**src/rtl/iqfd_pkg.sv**
```systemverilog
// Shared types for the I/Q decimating FIR: request kinds passed from front to back.
package iqfd_pkg;

  localparam int KIND_W = 2;

  typedef enum logic [KIND_W-1:0] {
    KIND_TAP,
    KIND_SAMPLE,
    KIND_SAMPLE_EMIT
  } iqfd_kind_t;

endpackage

```
**src/rtl/iqfd_front.sv**
```systemverilog
// Front end: accepts requests, drops bad tap loads, tracks decimation phase, packs queue words.
module iqfd_front import iqfd_pkg::*; #(
  parameter int NUM_TAPS     = 127,
  parameter int DECIM_FACTOR = 4,
  parameter int SAMPLE_BITS  = 16,
  localparam int TW = $clog2(NUM_TAPS),
  localparam int PW = $clog2(DECIM_FACTOR),
  localparam int DW = KIND_W + 2 * SAMPLE_BITS
) (
  input  logic                          clk,
  input  logic                          rst,
  input  logic                          req_valid,
  output logic                          req_stall,
  input  logic                          cmd,
  input  logic signed [SAMPLE_BITS-1:0] sample_i,
  input  logic signed [SAMPLE_BITS-1:0] sample_q,
  input  logic        [TW-1:0]          tap_index,
  input  logic signed [SAMPLE_BITS-1:0] tap_value,
  output logic                          push_valid,
  output logic        [DW-1:0]          push_data,
  input  logic                          push_full
);

  logic [PW-1:0]          phase;
  logic                   phase_last;
  logic                   accept;
  logic                   tap_bad;
  iqfd_kind_t             kind;
  logic [SAMPLE_BITS-1:0] word_a;
  logic [SAMPLE_BITS-1:0] word_b;

  assign phase_last = (phase == PW'(DECIM_FACTOR - 1));
  assign tap_bad    = cmd && ({1'b0, tap_index} >= (TW + 1)'(NUM_TAPS));
  assign push_valid = req_valid && !tap_bad;
  assign req_stall  = push_full;
  assign accept     = req_valid && !push_full;

  always_comb begin
    if (cmd) begin
      kind   = KIND_TAP;
      word_a = tap_value;
      word_b = SAMPLE_BITS'(tap_index);
    end else begin
      kind   = phase_last ? KIND_SAMPLE_EMIT : KIND_SAMPLE;
      word_a = sample_i;
      word_b = sample_q;
    end
  end

  assign push_data = {kind, word_a, word_b};

  always_ff @(posedge clk) begin
    if (rst) begin
      phase <= '0;
    end else if (accept && !cmd) begin
      phase <= phase_last ? '0 : phase + PW'(1);
    end
  end

endmodule

```
**config.mk**
```make
export PLATFORM = sky130hd
export DESIGN_NAME = iqfd_front
export DESIGN_NICKNAME = d
export VERILOG_FILES = /design/src/rtl/iqfd_pkg.sv /design/src/rtl/iqfd_front.sv
export SDC_FILE = /design/constraint.sdc
export NUM_CORES = 1
export LEC_CHECK = 0
export ABC_AREA = 1
export BUFFER_PORTS_ARGS = -buffer_cell sky130_fd_sc_hd__buf_2
export CAP_MARGIN = 20
export CORE_ASPECT_RATIO = 0.9
export CORE_MARGIN = 2
export CORE_UTILIZATION = 26
export CTS_CLUSTER_SIZE = 14
export DETAILED_ROUTE_END_ITERATION = 10
export PLACE_DENSITY = 0.86
export SLEW_MARGIN = 10
export SYNTH_ARGS = -nofsm -noshare
export SYNTH_HDL_FRONTEND = slang
export SYNTH_SLANG_ARGS = --single-unit
```
**constraint.sdc**
```tcl
create_clock -name clk -period 1.5 [get_ports clk]
set_clock_uncertainty 0.2 [all_clocks]
set_input_delay 0.15 -clock clk [delete_from_list [all_inputs] [get_ports clk]]
set_output_delay 0.15 -clock clk [all_outputs]
set_load 0.01 [all_outputs]
```
==> results of run 1 <==
-- logic make-up after synthesis --
group                      count (synthesis)
adders and majority gates                  1
DFF                                        2
and+or+nand+nor                           86
AOI/OAI and AO/OA                          5
buffers and inverters                     23
-- power groups by stage --
| stage | clock [W] | combinational (W) | sequential [W] |
|---|---|---|---|
| floorplan | 0 | 0.000136 | 0.0000569 |
| global placement | 0 | 0.000270 | 0.0000570 |
| detailed placement | 0 | 0.000272 | 0.0000571 |
| CTS | 0.000126 | 0.000275 | 0.0000564 |
| global route | 0.000136 | 0.000308 | 0.0000568 |
| finish | 0.000119 | 0.000273 | 0.0000565 |
-- stage by stage --
step | utilization | worst slack, ps | hold WS [ps] | area (sq um)
global placement | 0.518 | 362 | 127 | 1000
detailed placement | 0.518 | 341 | 129 | 1000
CTS | 0.535 | 102 | 21.5 | 1030
finish | 0.535 | 112 | 33.4 | 1030
floorplan | - | 402 | 19.1 | 539
global route | 0.535 | 0.569 | 38.7 | 1030
-- routing by layer --
metal | vias to the layer above | share of wire
li1 | 527 | -
met1 | 380 | 0.40
met2 | 63 | 0.47
met3 | 2 | 0.12
met4 | 0 | 0.0092
met5 | - | 0
-- final cells by class --
type                       count  area, sq um  share of cell area
clock buffer                   3         22.5              0.0218
inverter                      16         62.6              0.0605
multi-input combinational     92          378               0.365
sequential                     2         40.0              0.0387
tap                           25         31.3              0.0302
timing repair buffer          98          500               0.484
-- layout by cell type, fill, tap and decap left out --
cell / netlist / routed
inv_4: 1 / 1
inv_1: 15 / 15
buf_2: 2 / 95
nor3_1: 1 / 1
dlygate4sd3_1: 0 / 1
ha_1: 1 / 1
a21oi_1: 3 / 3
buf_4: 2 / 2
nand3_1: 2 / 2
clkbuf_4: 0 / 3
nand2_1: 69 / 69
nor2_4: 1 / 1
o21ai_0: 2 / 2
dfxtp_1: 2 / 2
nand3_2: 1 / 1
nor2_1: 12 / 12
-- worst reg2reg max path, stage by stage, from the launching register on --
cell and delay [ps]:
dfxtp_1 310, ha_1 240, nor2_4 100, nand3_1 90, a21oi_1 120
-- how the worst min path moves through the flow --
stage,from,to,slack (ps),cells after the start
final,push_full,phase[1]$_SDFFE_PP0P_,30,4
after global routing,push_full,phase[1]$_SDFFE_PP0P_,40,4
after CTS,push_full,phase[1]$_SDFFE_PP0P_,20,4
after detailed placement,rst,phase[0]$_SDFFE_PP0P_,130,2
after global placement,rst,phase[0]$_SDFFE_PP0P_,130,2
after floorplan,rst,phase[0]$_SDFFE_PP0P_,20,1
-- repair_timing --
| item | CTS | global route |
|---|---|---|
| hold buffers | 1 | 0 |
| setup endpoints to repair | 0 | 0 |
| endpoints found under the hold margin | 2 | 0 |
==> results_dict.tcl, run 1 <==
set metrics [dict create \
    run_status "finished clean" \
    max_slew_margin 0.838 \
    dp.final_hpwl_microns 1720 \
    cp_num_cells 4 \
    grt_pass1_vias 834 \
    firstDrtPassIters 4 \
    crit_buf_inv 2 \
    dp.cells 232 \
    swShare 0.383 \
    wl_per_cell_microns 8.78 \
    synth.most_common_cell "nand2_1" \
    vias_per_cell 4.12 \
    max_cap_viol_count 0 \
    drv_slew 0 \
    nets 274 \
    internal-power_w 0.000277 \
    routed-via-count 972 \
    die_x_microns 52.0 \
    holdCritPathClass "in2reg" \
    worst_setup_path_start_kind "register" \
    post-route-period-util 0.925 \
    cts.sinks 2 \
    worst_slew_pin_slew_ps 244 \
    reg2reg_depth 4 \
    drive_gt1_frac 0.488 \
    grt_pass1_wl_microns 2990 \
    fin_total_pwr_w 0.000449 \
    synth_compound_area_frac 0.0464 \
    cts_resized 0 \
    crit_end "push_data[33]" \
    synth_ff_type "dfxtp_1" \
    synth_edf_count 0 \
    groute.layer.met1.usage 0.151 \
    synthAdderAreaFrac 0.0232 \
    rsz0062_at_grt "no" \
    p_per_area_mw_per_mm2 434 \
    slowest_stage "dfxtp_1" \
    io_buffer_count 95 \
    cts_tree "done" \
    layout.cells.non_filler 236 \
    fmax_mhz 720 \
    path_delay_family "flip-flops" \
    gp_congestion 0.708 \
    core_sq_mm 0.00193 \
    ir_drop_uv 193 \
    post_cts.repair.setup_buffers 0 \
    clkSlewWorstSetupHoldPaths_ps 30 \
    synth_area_leader_cell "nand2_1" \
    synth_xor_area_frac 0 \
    synth_top_family_by_area "simple AND/OR/NAND/NOR gates" \
    r2r-end "phase[0]$_SDFFE_PP0P_" \
    clk_path_buf_depth 2 \
    postSynthCellCount 117 \
    switching_power_w 0.000172 \
    htreeDepth 1 \
    grt_max_degree 28 \
    crit_path_cell_trace "ha_1 -> inv_1 -> nor2_1 -> buf_2" \
    setup_viol 0 \
    worstReg2RegStart "phase[0]$_SDFFE_PP0P_" \
    synth-seq-cells 2 \
    insertion_delay_ps 220 \
    initial_core_util 0.279 \
    min_period_ps 1390 \
    seq_power_share 0.126 \
    crit_type "reg2out" \
    use_met2 0.339 \
    largestRegisters "phase: 2 flops" \
    finalHoldViolations 0 \
    nFillCells 222 \
    max_stage_delay_ps 340 \
    grtUsageMet3 0.0255 \
    ys_seq_area_frac 0.0742 \
    numCtsBuffers 3 \
    critPathLaunch "phase[1]$_SDFFE_PP0P_" \
    drc 0 \
    route.antenna.remaining_nets 0 \
    top_register "phase" \
    rrSetupSlack_ps 370 \
    area_growth_pct 91.9 \
    die_area_sq_mm 0.00245 \
    netlist_area_sq_um 539 \
    cp-end-kind "output pin" \
    drt_iter0_markers 7 \
    leakagePower_nw 0.750 \
    grt_usage 0.161 \
    avgSynthCellArea_sq_um 4.61 \
    critical_path.max_fanout 2 \
    critPathRequiredTime_ps 1150 \
    routed_wl_microns 2070 \
    ys_types 15 \
    pwr-share-comb 0.608 \
    synthesis.nets 178 \
    ios 96 \
    synth_top_area_frac 0.480 \
    synth_common_cells "69 x nand2_1, 15 x inv_1, 12 x nor2_1" \
    muxShareOfSynthArea 0 \
    rows 15 \
    async_flop_share 0 \
    crit_arrival_ps 1040 \
    grt.busiest_layer "met2" \
    n_antenna_cell 0 \
    yosysWarnings 0 \
    yosys.area_share.simple 0.631 \
    finalSetupTns_ps 0 \
    p_clk_frac 0.266 \
    largest_reg_flops 2 \
    overflow 0 \
    synth.top_cells.by_area "nand2_1 48%, inv_1 10%, nor2_1 8.4%" \
    fp.dieH_microns 47.2 \
    antenna_found_initial 0 \
    cts-root-buf "clkbuf_4" \
]
Power figures use the tool's default switching activity.
==> run 2, diff against run 1 <==
--- a/config.mk
+++ b/config.mk
@@ -8,7 +8,6 @@
 export ABC_AREA = 1
 export BUFFER_PORTS_ARGS = -buffer_cell sky130_fd_sc_hd__buf_2
 export CAP_MARGIN = 20
-export CORE_ASPECT_RATIO = 0.9
 export CORE_MARGIN = 2
 export CORE_UTILIZATION = 26
 export CTS_CLUSTER_SIZE = 14
==> results_dict.tcl, run 2 (synthesized netlist as in run 1, its figures left out) <==
set metrics [dict create \
    run_status "finished clean" \
    dp.final_hpwl_microns 1700 \
    p_per_area_mw_per_mm2 428 \
    gp_congestion 0.781 \
    met1_length_microns 788 \
    dp.cells 234 \
    finalSetupTns_ps 0 \
    wl_met3_microns 160 \
    drc 0 \
    die_area_sq_mm 0.00245 \
    numCtsBuffers 3 \
    worst_setup_path_start_kind "register" \
    top_register "phase" \
    min_period_ps 1400 \
    multi_input_area_sq_um 378 \
    n_antenna_cell 0 \
    fin_worst_hold_slack_ps 50.4 \
    drt_iter0_markers 7 \
    layout.cells.non_filler 238 \
    holdCritPathClass "in2reg" \
    wl_per_cell_microns 8.41 \
    finalHoldViolations 0 \
    leakagePower_nw 0.750 \
    crit_type "reg2out" \
    fmax_mhz 716 \
    vias_per_cell 3.97 \
    cts-root-buf "clkbuf_4" \
    rows 16 \
    clkSlewWorstSetupHoldPaths_ps 30 \
    largest_reg_flops 2 \
    final_common_cell "buf_2" \
    largestRegisters "phase: 2 flops" \
    nets 274 \
    rrSetupSlack_ps 370 \
    post-route-period-util 0.931 \
    setup_viol 0 \
    core_sq_mm 0.00196 \
    slowest_stage "dfxtp_1" \
    ir_drop_uv 280 \
    overflow 0 \
    drv_slew 0 \
    crit_path_cell_trace "ha_1 -> inv_1 -> nor2_1 -> buf_2" \
    wl_met2_microns 1040 \
    top_layer "met4" \
    max_slew_margin 0.834 \
    insertion_delay_ps 220 \
    critical_path.max_fanout 3 \
    antenna_found_initial 0 \
    io_buffer_count 95 \
    clk_path_buf_depth 2 \
    critPathRequiredTime_ps 1150 \
    seqCellArea_sq_um 40.0 \
    grt_pass1_wl_microns 3310 \
    fin_ws_ps 103 \
    utilization 0.529 \
    die_x_microns 49.5 \
    cts_tree "done" \
    crit_arrival_ps 1050 \
    routed_wl_microns 2000 \
    ctsHoldBuffers 1 \
    worst_slew_pin_slew_ps 249 \
    fp.dieH_microns 49.5 \
    nFillCells 217 \
    initial_core_util 0.275 \
    htreeDepth 1 \
    final_cell_mix "95 x buf_2, 69 x nand2_1, 15 x inv_1" \
    max_cap_viol_count 0 \
    cp-end-kind "output pin" \
    grt_pass1_vias 875 \
    drive_gt1_frac 0.488 \
    cts_resized 0 \
    routed-via-count 945 \
    firstDrtPassIters 2 \
    ios 96 \
    grt_usage 0.164 \
    area_growth_pct 92.3 \
    max_stage_delay_ps 340 \
    cts.sinks 2 \
    route.antenna.remaining_nets 0 \
    rsz0062_at_grt "no" \
    pre_cts_ws_ps 325 \
    grt_max_degree 28 \
    post_cts.repair.setup_buffers 0 \
]
[run 2: cell counts in the layout (fill, tap and decap cells not counted)]
No cell type changed its count.
[run 2: area by class of cell]
cell class,count,area share
Clock buffer,3,0.0217
Inverter,16,0.0603
Multi-Input combinational cell,92,0.364
Sequential cell,2,0.0386
Tap cell,27,0.0326
Timing Repair Buffer,98,0.483
[run 2: metal layers]
layer  vias up  track usage
met4         0       0.0833
met1       376        0.164
met2        39        0.313
li1        528            -
met3         2       0.0333
met5         -            0
[run 2: where the power goes]
group	switching, W	leakage, nW	total (W)	internal [W]
Combinational	0.000138	0.720	0.000271	0.000133
Clock	0.0000283	0.0138	0.000116	0.0000880
Sequential	0.00000120	0.0162	0.0000566	0.0000554
[run 2: stage by stage]
step	cell area, sq um	total power, W
2_1_floorplan	539	0.000193
3_3_place_gp	1000	0.000325
3_5_place_dp	1000	0.000328
4_1_cts	1040	0.000453
5_1_grt	1040	0.000486
6_report	1040	0.000444
[run 2: path summary, 6_finish.rpt]
check / endpoint / depth (start not counted) / start
setup / recovery: push_data[33] / 4 / phase[0]$_SDFFE_PP0P_
hold / removal: phase[1]$_SDFFE_PP0P_ / 4 / push_full
setup reg to reg: phase[0]$_SDFFE_PP0P_ / 4 / phase[0]$_SDFFE_PP0P_
hold reg to reg: phase[1]$_SDFFE_PP0P_ / 2 / phase[1]$_SDFFE_PP0P_
[run 2: worst max-delay path, delay by kind of cell, from the launching register on]
family,cells,cell delay (ps)
buffers and inverters,2,180
flip-flops,1,340
AND/OR/NAND/NOR,1,70
adder cells (fa/ha/maj),1,230
