<file path="config.mk">
export PLATFORM = sky130hd
export DESIGN_NAME = iqfd_queue
export DESIGN_NICKNAME = d
export VERILOG_FILES = /design/src/rtl/iqfd_queue.sv
export SDC_FILE = /design/constraint.sdc
export NUM_CORES = 1
export LEC_CHECK = 0
export BUFFER_PORTS_ARGS = -buffer_cell sky130_fd_sc_hd__buf_4
export CAP_MARGIN = 10
export CELL_PAD_IN_SITES_DETAIL_PLACEMENT = 0
export CELL_PAD_IN_SITES_GLOBAL_PLACEMENT = 2
export CORE_ASPECT_RATIO = 0.5
export CORE_MARGIN = 4
export CORE_UTILIZATION = 40
export DETAILED_ROUTE_END_ITERATION = 10
export GPL_TIMING_DRIVEN = 0
export PLACE_DENSITY_LB_ADDON = 0.1
export SYNTH_ARGS = -nofsm -noshare
export SYNTH_HDL_FRONTEND = slang
export SYNTH_SLANG_ARGS = --single-unit
</file>
<file path="constraint.sdc">
create_clock -name clk -period 3.84 [get_ports clk]
set_input_delay 0.384 -clock clk [delete_from_list [all_inputs] [get_ports clk]]
set_output_delay 0.384 -clock clk [all_outputs]
set_load 0.05 [all_outputs]
</file>
<file path="src/rtl/iqfd_queue.sv">
// Two-entry queue between the front end and the MAC back end.
module iqfd_queue #(
  parameter int WIDTH = 34
) (
  input  logic             clk,
  input  logic             rst,
  input  logic             push_valid,
  input  logic [WIDTH-1:0] push_data,
  output logic             push_full,
  output logic             pop_valid,
  output logic [WIDTH-1:0] pop_data,
  input  logic             pop_stall
);

  localparam logic [1:0] FULL = 2'd2;

  logic [WIDTH-1:0] mem [2];
  logic             wr_ptr;
  logic             rd_ptr;
  logic [1:0]       cnt;
  logic             do_push;
  logic             do_pop;

  assign push_full = (cnt == FULL);
  assign pop_valid = (cnt != '0);
  assign pop_data  = mem[rd_ptr];
  assign do_push   = push_valid && !push_full;
  assign do_pop    = pop_valid && !pop_stall;

  always_ff @(posedge clk) begin
    if (do_push) begin
      mem[wr_ptr] <= push_data;
    end
  end

  always_ff @(posedge clk) begin
    if (rst) begin
      wr_ptr <= 1'b0;
      rd_ptr <= 1'b0;
      cnt    <= '0;
    end else begin
      if (do_push) begin
        wr_ptr <= !wr_ptr;
      end
      if (do_pop) begin
        rd_ptr <= !rd_ptr;
      end
      cnt <= cnt + 2'(do_push) - 2'(do_pop);
    end
  end

endmodule

</file>
==> results of run 1 <==
==> state kept, by name (all words and copies together) (netlist names), named ones only <==
| signal | count |
|---|---|
| wr_ptr | 1 |
| cnt | 2 |
| rd_ptr | 1 |
| mem | 68 |
==> stage by stage <==
step | instances | instance area (um^2) | utilization (%) | power (mW)
floorplan | 134 | 2688 | - | 1.709
global placement | 295 | 3346 | 53.27 | 1.972
detailed placement | 295 | 3347 | 53.29 | 1.982
CTS | 311 | 3633 | 57.85 | 2.773
global route | 311 | 3633 | 57.85 | 2.871
finish | 311 | 3633 | 57.85 | 2.729
==> per-layer routing <==
metal  share of wire [%]  vias up  GRT usage (%)
li1                    -      678              -
met1                  37      681          11.99
met2                  55       42          23.40
met5                   0        -              0
met4                0.85        0          4.093
met3                 7.5        5          7.949
==> area by class of cell <==
type / count / area share (%)
clock inverter: 7 / 1.687
inverter: 5 / 0.5165
tap: 88 / 3.030
multi-input combinational: 52 / 13.77
sequential: 73 / 58.95
clock buffer: 9 / 6.198
timing repair buffer: 73 / 15.08
buffer: 4 / 0.7576
==> cell families after synthesis <==
logic type      count (synthesis)  share of synthesized area [%]
mux                            34                          14.25
compound gates                  5                         0.9309
fa+ha+maj                       2                         0.9309
flops                          73                          79.70
xor+xnor                        2                         0.6519
simple gates                    9                          1.816
buf+inv                         9                          1.722
==> worst paths after layout <==
kind,cells past startpoint,endpoint,slack [ns],startpoint
max reg2reg,4,mem[0][9]$_DFFE_PP_,1.99,cnt[0]$_SDFF_PP0_
min reg2reg,2,wr_ptr$_SDFFE_PP0N_,0.49,wr_ptr$_SDFFE_PP0N_
min,1,mem[1][17]$_DFFE_PP_,0.24,push_data[17]
max,4,pop_data[14],1.87,register
==> power groups by stage <==
stage	Sequential, mW	Combinational [mW]	Clock, mW
after floorplan	1.03	0.675	0
final	1.03	0.925	0.779
after CTS	1.03	0.943	0.803
after global routing	1.03	0.980	0.856
after global placement	1.04	0.932	0
after detailed placement	1.04	0.939	0
==> worst max-delay path: stages (launching register included) <==
cell and delay (ns):
dfxtp_1 0.30, buf_2 0.19, buf_4 0.23, mux2_2 0.35, buf_4 0.19
==> placed cells by master (no fill, tap or decap), drive strengths merged, types with 3 or more instances in the layout <==
| cell type | n |
|---|---|
| inv | 5 |
| buf | 77 |
| edfxtp | 68 |
| clkbuf | 9 |
| clkinv | 4 |
| a21oi | 3 |
| mux2 | 34 |
| nor2 | 3 |
| dfxtp | 5 |
==> results.txt, run 1 <==
----------------------------------------------------
[Outcome]
  Status ... complete, no violations

[GRT]
  First-pass GRT wire length ... approximately 7400 um
  Pin count of the biggest net entering global routing ... 35
  Via count of the first global-routing pass ... 1561
  GR Overflow Total ... 0
  Total routing resource utilization after global routing ... 12.88%
  Number of antenna violations at the first check in global routing ... 0

[Route]
  DR vias ... approximately 1400
  Residual DRC count ... 0
  Routed length per placed instance ... around 15 um
  Sum of routed wire length over all layers ... around 4700 um
  Average vias per placed instance ... around 4.5
  First-pass iteration count of the detailed router ... 4
  Antenna-violating nets left ... 0
  DRT iter0 DRCs ... 37

[CTS]
  Master cell of the clock root buffer ... clkbuf_16
  Postcts setup bufs ... 0
  Total clock sinks ... between 70 and 80
  Max Buffers Root-to-Sink ... 2
  Post-cts sizing count ... 0
  CTS tree ... done
  H-tree depth ... 3
  Count of hold buffers inserted by post-cts repair ... 0
  Clock latency at the later pin of the worst-skew pair ... roughly 0.33 ns
  Clock-pin slew of the registers on the worst-case setup and hold paths ... around 0.06 ns
  Number of buffers created by CTS ... 9

[Layout]
  Area occupied by multi-input gates ... between 500 and 600 um^2
  Ratio of cells with drive above 1 in the final layout ... between 50 and 60%
  Total Nets Final ... 258
  Layout area overhead ... 35.20%
  Antenna diode count ... 0
  Layout fillers ... 528
  Sequential standard cell area ... approximately 0.0021 mm^2

[Die]
  Initial core utilization ... between 40% and 50%
  I/O pin total ... 74
  Floorplan die area ... 0.008174 mm^2
  Placement row count ... 20
  Area of the core region ... about 0.0063 mm^2
  Height of the die ... 65.96 um
  Die extent in x ... about 120 um

[STA]
  Setup repair after global routing missed its margin ... no
  Total Neg Setup Slack ... 0 ns
  Hold violation total from the final report ... 0
  Tmin final ... approximately 2.0 ns
  Post-route fraction of the period consumed by the critical path ... roughly half
  Slew Viols, Final ... 0
  Peak Freq ... just over 500 MHz
  Setup-failing EPs final ... 0
  Layout Skew ... 0.006291 ns
  Slew of the pin with the lowest slew margin ... ~0.82 ns
  Worst-case setup margin in the final layout ... about 1.9 ns
  Final-layout worst hold slack ... 0.2392 ns
  Max-slew headroom at the worst pin ... between 40% and 50%

[Power]
  Worst IR Drop VDD ... about 380 uV
  Sequential share of power ... a little under two fifths
  Leakage power ... 1.391 nW
  Combinational power share ... between 30% and 40%
  Sw Ratio ... 33.78%
  Switching power summed over all nets ... 0.9218 mW
  Internal power summed over all cells ... between 1.5 and 2 mW
  Clock power frac ... 28.5%
  Pwr per Cell Area ... 751.0 mW/mm^2

[Synthesis]
  Average size of a mapped cell ... 20.06 um^2
  Number of library cell types mapped by synthesis ... 18
  Cell types with the largest area share after synthesis ... edfxtp_1, mux2_2, dfxtp_1
  Share of synthesized flip-flops with an asynchronous set or reset ... 0%
  Yosys warns ... 0
  Synthesized flop and latch total ... 73
  Cell Area, Synth ... 0.002688 mm^2
  Synth cell count leaders ... edfxtp_1, mux2_2, dfxtp_1, inv_1
  EDFF count, synth ... between 60 and 70
  Fraction of post-synthesis cell area in the top cell type by area ... around 76%
  Gate count of the mapped netlist ... 134
  Synthesized Nets ... roughly 170
  Top FF cell, synth ... edfxtp_1
  Leading cell type by number of instances after synthesis ... edfxtp_1
  Cell taking the most area after synthesis ... edfxtp_1
  Seq/Total Area, Yosys ... roughly four fifths

[Placed design]
  Final RePlAce weighted congestion ... approximately 0.69
  Setup WS pre-CTS ... approximately 1.9 ns
  Number of I/O port buffers ... 73
  Detailed placement HPWL ... 3139 um

[Critical path]
  Required time of the critical path ... 3.46 ns
  Setup CP Type ... reg -> out
  Element type at the critical path start ... register
  Arr. time, crit path ... 1.59 ns
  Crit end category ... output port
  Max Fanout on Critical Path ... 10

[Hold path]
  Tightest Hold Check Type ... in -> reg

[Job]
  Max-cap violations ... 0

----------------------------------------------------
(Power assumes the default switching activity.)
==> run 2: changes to the inputs <==
--- a/config.mk
+++ b/config.mk
@@ -11,7 +11,7 @@
 export CELL_PAD_IN_SITES_GLOBAL_PLACEMENT = 2
 export CORE_ASPECT_RATIO = 0.5
 export CORE_MARGIN = 4
-export CORE_UTILIZATION = 40
+export CORE_UTILIZATION = 33
 export DETAILED_ROUTE_END_ITERATION = 10
 export GPL_TIMING_DRIVEN = 0
 export PLACE_DENSITY_LB_ADDON = 0.1
==> constraint.sdc (replaced) <==
create_clock -name clk -period 1.75 [get_ports clk]
set_input_delay 0.175 -clock clk [delete_from_list [all_inputs] [get_ports clk]]
set_output_delay 0.175 -clock clk [all_outputs]
set_load 0.05 [all_outputs]
==> results.txt, run 2 (synthesized netlist as in run 1, its figures left out) <==
----------------------------------------------------
[Outcome]
  Status ... complete, no violations

[Route]
  DR vias ... between 1000 and 1500
  First-pass iteration count of the detailed router ... 6
  Average vias per placed instance ... 4.292
  Routed length per placed instance ... 14.79 um
  Antenna-violating nets left ... 0
  Residual DRC count ... 0
  DRT iter0 DRCs ... between 40 and 50
  Sum of routed wire length over all layers ... 4969 um

[Hold path]
  WHS Path Cells ... 1
  Tightest Hold Check Type ... in -> reg
  Hold_sp ... push_data[22]

[Layout]
  Most frequent standard cell in the layout excluding fill and tap cells ... buf_4
  Register ranked first by flip-flop count ... mem
  Most frequent cells in the layout ... buf_4, edfxtp_1, mux2_2
  Post-route core utilization ... between 40% and 50%
  Layout fillers ... about 700
  Ratio of cells with drive above 1 in the final layout ... ~59%
  Largest registers ... mem (68), cnt (2)
  Antenna diode count ... 0
  Number of flip-flops in the largest register ... between 60 and 70
  Layout area overhead ... 39.43%
  Total Nets Final ... roughly 260

[GRT]
  Via count of the first global-routing pass ... between 1500 and 2000
  Met3 usage ... ~5.5%
  Total routing resource utilization after global routing ... a little over a tenth
  Global routing met2 resource utilization ... approximately 17%
  Number of antenna violations at the first check in global routing ... 0
  Pin count of the biggest net entering global routing ... 35
  Top Usage Layer GRT ... met2
  GR Overflow Total ... 0
  First-pass GRT wire length ... about 7800 um
  GR met1 Demand/Resource ... approximately an eighth

[Critical path]
  Max Fanout on Critical Path ... 10
  Master of the slowest instance on the critical path ... or3_1
  R2r startpoint ... cnt[0]$_SDFF_PP0_
  Max stage delay on crit path ... around 0.44 ns
  Arr. time, crit path ... between 1.5 and 2 ns
  Crit end category ... register
  R2R setup slack ... 0.10 ns
  Depth of the worst register-to-register path ... 5
  Capturing point of the worst reg2reg path ... mem[0][10]$_DFFE_PP_
  Element type at the critical path start ... register
  Worst path top cell family by delay ... simple AND/OR/NAND/NOR gates
  Setup CP Type ... reg -> reg
  Worst Setup SP ... cnt[0]$_SDFF_PP0_
  Cells along the critical path ... nand2b_2 > inv_2 > or3_1 > clkinvlp_4 > buf_4
  Worst setup path end ... mem[0][10]$_DFFE_PP_
  Logic depth of the worst path, buffers included ... 5
  Buf+Inv Stages, Crit Path ... 3
  Required time of the critical path ... around 1.8 ns

[Die]
  Placement row count ... 22
  I/O pin total ... 74
  Initial core utilization ... a little over a third
  Height of the die ... around 72 um
  Area of the core region ... ~0.0076 mm^2
  Floorplan die area ... a little under 0.01 mm^2
  Die extent in x ... 135.6 um

[STA]
  Max-slew headroom at the worst pin ... 67.49%
  Setup-failing EPs final ... 0
  Final-layout worst hold slack ... 0.03633 ns
  Tmin final ... 1.648 ns
  Slew of the pin with the lowest slew margin ... a little under 0.5 ns
  Peak Freq ... approximately 600 MHz
  Hold violation total from the final report ... 0
  Slew Viols, Final ... 0
  Worst-case setup margin in the final layout ... a little over 0.1 ns
  Total Neg Setup Slack ... 0 ns
  Post-route fraction of the period consumed by the critical path ... roughly 94%
  Setup repair after global routing missed its margin ... no
  Layout Skew ... 0.003281 ns

[Power]
  Pwr per Cell Area ... 1633 mW/mm^2
  Leakage power ... between 1 and 1.5 nW
  Worst IR Drop VDD ... about 700 uV

[CTS]
  Clock latency at the later pin of the worst-skew pair ... 0.32 ns
  Max Buffers Root-to-Sink ... 2
  CTS tree ... done
  Number of buffers created by CTS ... 9
  Count of hold buffers inserted by post-cts repair ... 0
  H-tree depth ... 3
  Master cell of the clock root buffer ... clkbuf_16
  Total clock sinks ... 73
  Clock-pin slew of the registers on the worst-case setup and hold paths ... 0.05 ns

[Placed design]
  Detailed placement HPWL ... 3194 um
  Number of I/O port buffers ... 73
  Final RePlAce weighted congestion ... around 0.69
  Setup WS pre-CTS ... -0.2212 ns

[Job]
  Max-cap violations ... 0

----------------------------------------------------
-- run 2: cell count changes in the layout (fill, tap and decap cells not counted) --
cell	previous run	this run
and3_4	0	1
nor2_2	0	1
inv_2	2	1
buf_2	1	0
clkinv_2	1	3
buf_8	0	3
buf_6	0	1
and3_2	1	0
nor2_1	3	2
buf_12	0	1
clkinv_1	3	2
clkinv_4	0	1
-- run 2: metrics by stage --
stage | instances | total power [mW] | cell area, um^2
after global placement | 315 | 4.341 | 3374
after global routing | 336 | 6.413 | 3747
after detailed placement | 315 | 4.364 | 3376
after CTS | 334 | 6.145 | 3691
after floorplan | 134 | 3.754 | 2691
final | 336 | 6.119 | 3747
-- run 2: worst min path at each step --
stage	end	slack (ns)
4_1_cts	mem[1][9]$_DFFE_PP_	0.02
6_report	mem[0][22]$_DFFE_PP_	0.04
3_5_place_dp	mem[1][9]$_DFFE_PP_	0.36
3_3_place_gp	mem[0][19]$_DFFE_PP_	0.36
2_1_floorplan	register	0.24
5_1_grt	mem[0][7]$_DFFE_PP_	0.01
-- run 2: metal layers --
layer  wire length [um]  up-vias
met4                 68        0
li1                   -      695
met5                  0        -
met2               2383       41
met1               2195      698
met3                322        8
-- run 2: cell type report --
cell class | count | area, um^2 | area share [%]
inverter | 5 | 22.52 | 0.6010
tap | 108 | 135.1 | 3.606
buffer | 4 | 56.30 | 1.503
clock inverter | 7 | 61.31 | 1.636
clock buffer | 9 | 225.2 | 6.010
timing repair buffer | 77 | 590.6 | 15.76
sequential | 73 | 2142 | 57.16
timing repair inverter | 1 | 7.507 | 0.2003
multi-input combinational | 52 | 506.7 | 13.52
-- run 2: power breakdown --
group | total, mW | switching, mW | internal [mW]
clock network | 1.72 | 0.630 | 1.09
logic | 2.15 | 1.38 | 0.772
registers | 2.25 | 0.0603 | 2.19
-- run 2: timing repair --
action	in CTS	in global routing
endpoints found under the setup margin	64	82
pin swaps	0	0
gates resized for setup	3	8
setup buffers	2	2
cloned	1	0
==> run 3: changes to the inputs <==
--- a/config.mk
+++ b/config.mk
@@ -15,6 +15,7 @@
 export DETAILED_ROUTE_END_ITERATION = 10
 export GPL_TIMING_DRIVEN = 0
 export PLACE_DENSITY_LB_ADDON = 0.1
+export REMOVE_ABC_BUFFERS = 1
 export SYNTH_ARGS = -nofsm -noshare
 export SYNTH_HDL_FRONTEND = slang
 export SYNTH_SLANG_ARGS = --single-unit
==> results.txt, run 3 (synthesized netlist as in run 1, its figures left out) <==
----------------------------------------------------
[Die]
  Floorplan die area ... roughly 0.0097 mm^2
  Area of the core region ... roughly 0.0076 mm^2
  Height of the die ... just over 70 um
  I/O pin total ... 74
  Placement row count ... 22
  Die extent in x ... approximately 140 um
  Initial core utilization ... 35.25%

[STA]
  Post-route fraction of the period consumed by the critical path ... about nine tenths
  Slew of the pin with the lowest slew margin ... between 0.5 and 0.6 ns
  Hold violation total from the final report ... 0
  Slew Viols, Final ... 0
  Total Neg Setup Slack ... 0 ns
  Tmin final ... 1.593 ns
  Peak Freq ... about 630 MHz
  Max-slew headroom at the worst pin ... around two thirds
  Setup-failing EPs final ... 0
  Layout Skew ... around 0.0023 ns
  Setup repair after global routing missed its margin ... no

[Power]
  Sequential share of power ... between 30% and 40%
  Pwr per Cell Area ... about 1700 mW/mm^2
  Sw Ratio ... 32.80%
  Worst IR Drop VDD ... 659.9 uV
  Combinational power share ... 33.6%
  Switching power summed over all nets ... between 2 and 2.5 mW
  Leakage power ... between 1 and 1.5 nW
  Internal power summed over all cells ... about 4.2 mW
  Clock power frac ... 29.8%

[Route]
  Sum of routed wire length over all layers ... between 4000 and 5000 um
  Residual DRC count ... 0
  Average vias per placed instance ... 4.328
  Antenna-violating nets left ... 0
  DRT iter0 DRCs ... 54
  DR vias ... about 1400
  First-pass iteration count of the detailed router ... 4
  Routed length per placed instance ... ~14 um

[Layout]
  Largest registers ... mem (68), cnt (2)
  Total Nets Final ... about 260
  Layout fillers ... 709
  Number of standard cells in the final layout excluding fillers ... between 300 and 400
  Number of flip-flops in the largest register ... between 60 and 70
  Layout area overhead ... 38.17%
  Register ranked first by flip-flop count ... mem
  Antenna diode count ... 0
  Most frequent cells in the layout ... buf_4, edfxtp_1, mux2_2
  Ratio of cells with drive above 1 in the final layout ... 57.47%
  Most frequent standard cell in the layout excluding fill and tap cells ... buf_4

[Job]
  Max-cap violations ... 0

[Critical path]
  Max Fanout on Critical Path ... 34
  Crit end category ... register
  Element type at the critical path start ... register
  Setup CP Type ... reg -> reg
  Arr. time, crit path ... around 1.6 ns
  Required time of the critical path ... between 1.5 and 2 ns

[Placed design]
  Detailed placement HPWL ... ~2900 um
  Number of I/O port buffers ... 73
  Count of placed standard cells including taps ... 311
  Final RePlAce weighted congestion ... between 0.6 and 0.7

[CTS]
  Max Buffers Root-to-Sink ... 2
  Total clock sinks ... 73
  CTS tree ... done
  H-tree depth ... 3
  Master cell of the clock root buffer ... clkbuf_16
  Number of buffers created by CTS ... 9
  Clock-pin slew of the registers on the worst-case setup and hold paths ... 0.05 ns
  Clock latency at the later pin of the worst-skew pair ... around 0.32 ns

[Outcome]
  Status ... complete, no violations

[GRT]
  Via count of the first global-routing pass ... 1518
  GR Overflow Total ... 0
  Number of antenna violations at the first check in global routing ... 0
  Total routing resource utilization after global routing ... a little over a tenth
  Pin count of the biggest net entering global routing ... 35
  First-pass GRT wire length ... ~7600 um

[Hold path]
  Tightest Hold Check Type ... in -> reg

----------------------------------------------------
-- run 3: cell types whose count changed in the layout (fill, tap and decap cells not counted), moves of 2 or more --
cell and delta:
clkinvlp_4 -2, clkbuf_1 +2, buf_4 -2, buf_8 -3
clkinv_2 -2
-- run 3: metal layers --
metal | track usage, % | wire length (um) | vias to the layer above
met5 | 0 | 0 | -
met4 | 4.358 | 53 | 0
met3 | 5.330 | 357 | 7
met2 | 17.51 | 2318 | 40
met1 | 12.03 | 1999 | 699
li1 | - | - | 678
-- run 3: per-stage QoR --
stage	hold WS [ns]	util, %	power (mW)	worst slack, ns	cell area [um^2]
final	0.03594	48.70	6.188	0.1567	3714
after global routing	0.01514	48.70	6.480	0.05703	3714
after CTS	0.01730	48.62	6.293	0.002176	3707
after detailed placement	0.3629	43.88	4.321	-0.1634	3346
after global placement	0.3597	43.85	4.313	-0.6066	3343
after floorplan	0.2441	-	3.719	-0.2451	2660
-- run 3: final timing paths --
check | depth (start not counted) | slack, ns | endpoint | start
min reg2reg | 2 | 0.49 | wr_ptr$_SDFFE_PP0N_ | wr_ptr$_SDFFE_PP0N_
min | 1 | 0.04 | mem[1][4]$_DFFE_PP_ | push_data[4]
max | 4 | 0.16 | mem[0][19]$_DFFE_PP_ | cnt[0]$_SDFF_PP0_
max reg2reg | 4 | 0.16 | mem[0][19]$_DFFE_PP_ | cnt[0]$_SDFF_PP0_
-- run 3: power groups by stage --
stage,Combinational [mW],Clock [mW],Sequential [mW]
after CTS,2.12,1.91,2.27
final,2.08,1.84,2.26
after detailed placement,1.93,0,2.39
after global placement,1.93,0,2.38
after floorplan,1.39,0,2.33
after global routing,2.20,1.99,2.29
-- run 3: what timing repair did --
item                                    in CTS  in global routing
setup buffers                                3                  0
hold buffers                                 0                  0
endpoints found under the setup margin      68                 68
resized for setup                            2                  2
-- run 3: critical path: stages (launching register included) --
cell	delay [ns]
dfxtp_1	0.35
nand2b_2	0.16
inv_2	0.04
or3_1	0.38
inv_6	0.29
-- run 3: cell type report --
class	count	area (um^2)	share of cell area, %
clock buffers	11	232.7	6.267
clock inverters	4	68.82	1.853
inverters	5	23.77	0.6402
multi-input cells	52	504.2	13.58
flip-flops and latches	73	2146	57.78
well taps	108	135.1	3.639
repair buffers	76	603.1	16.24
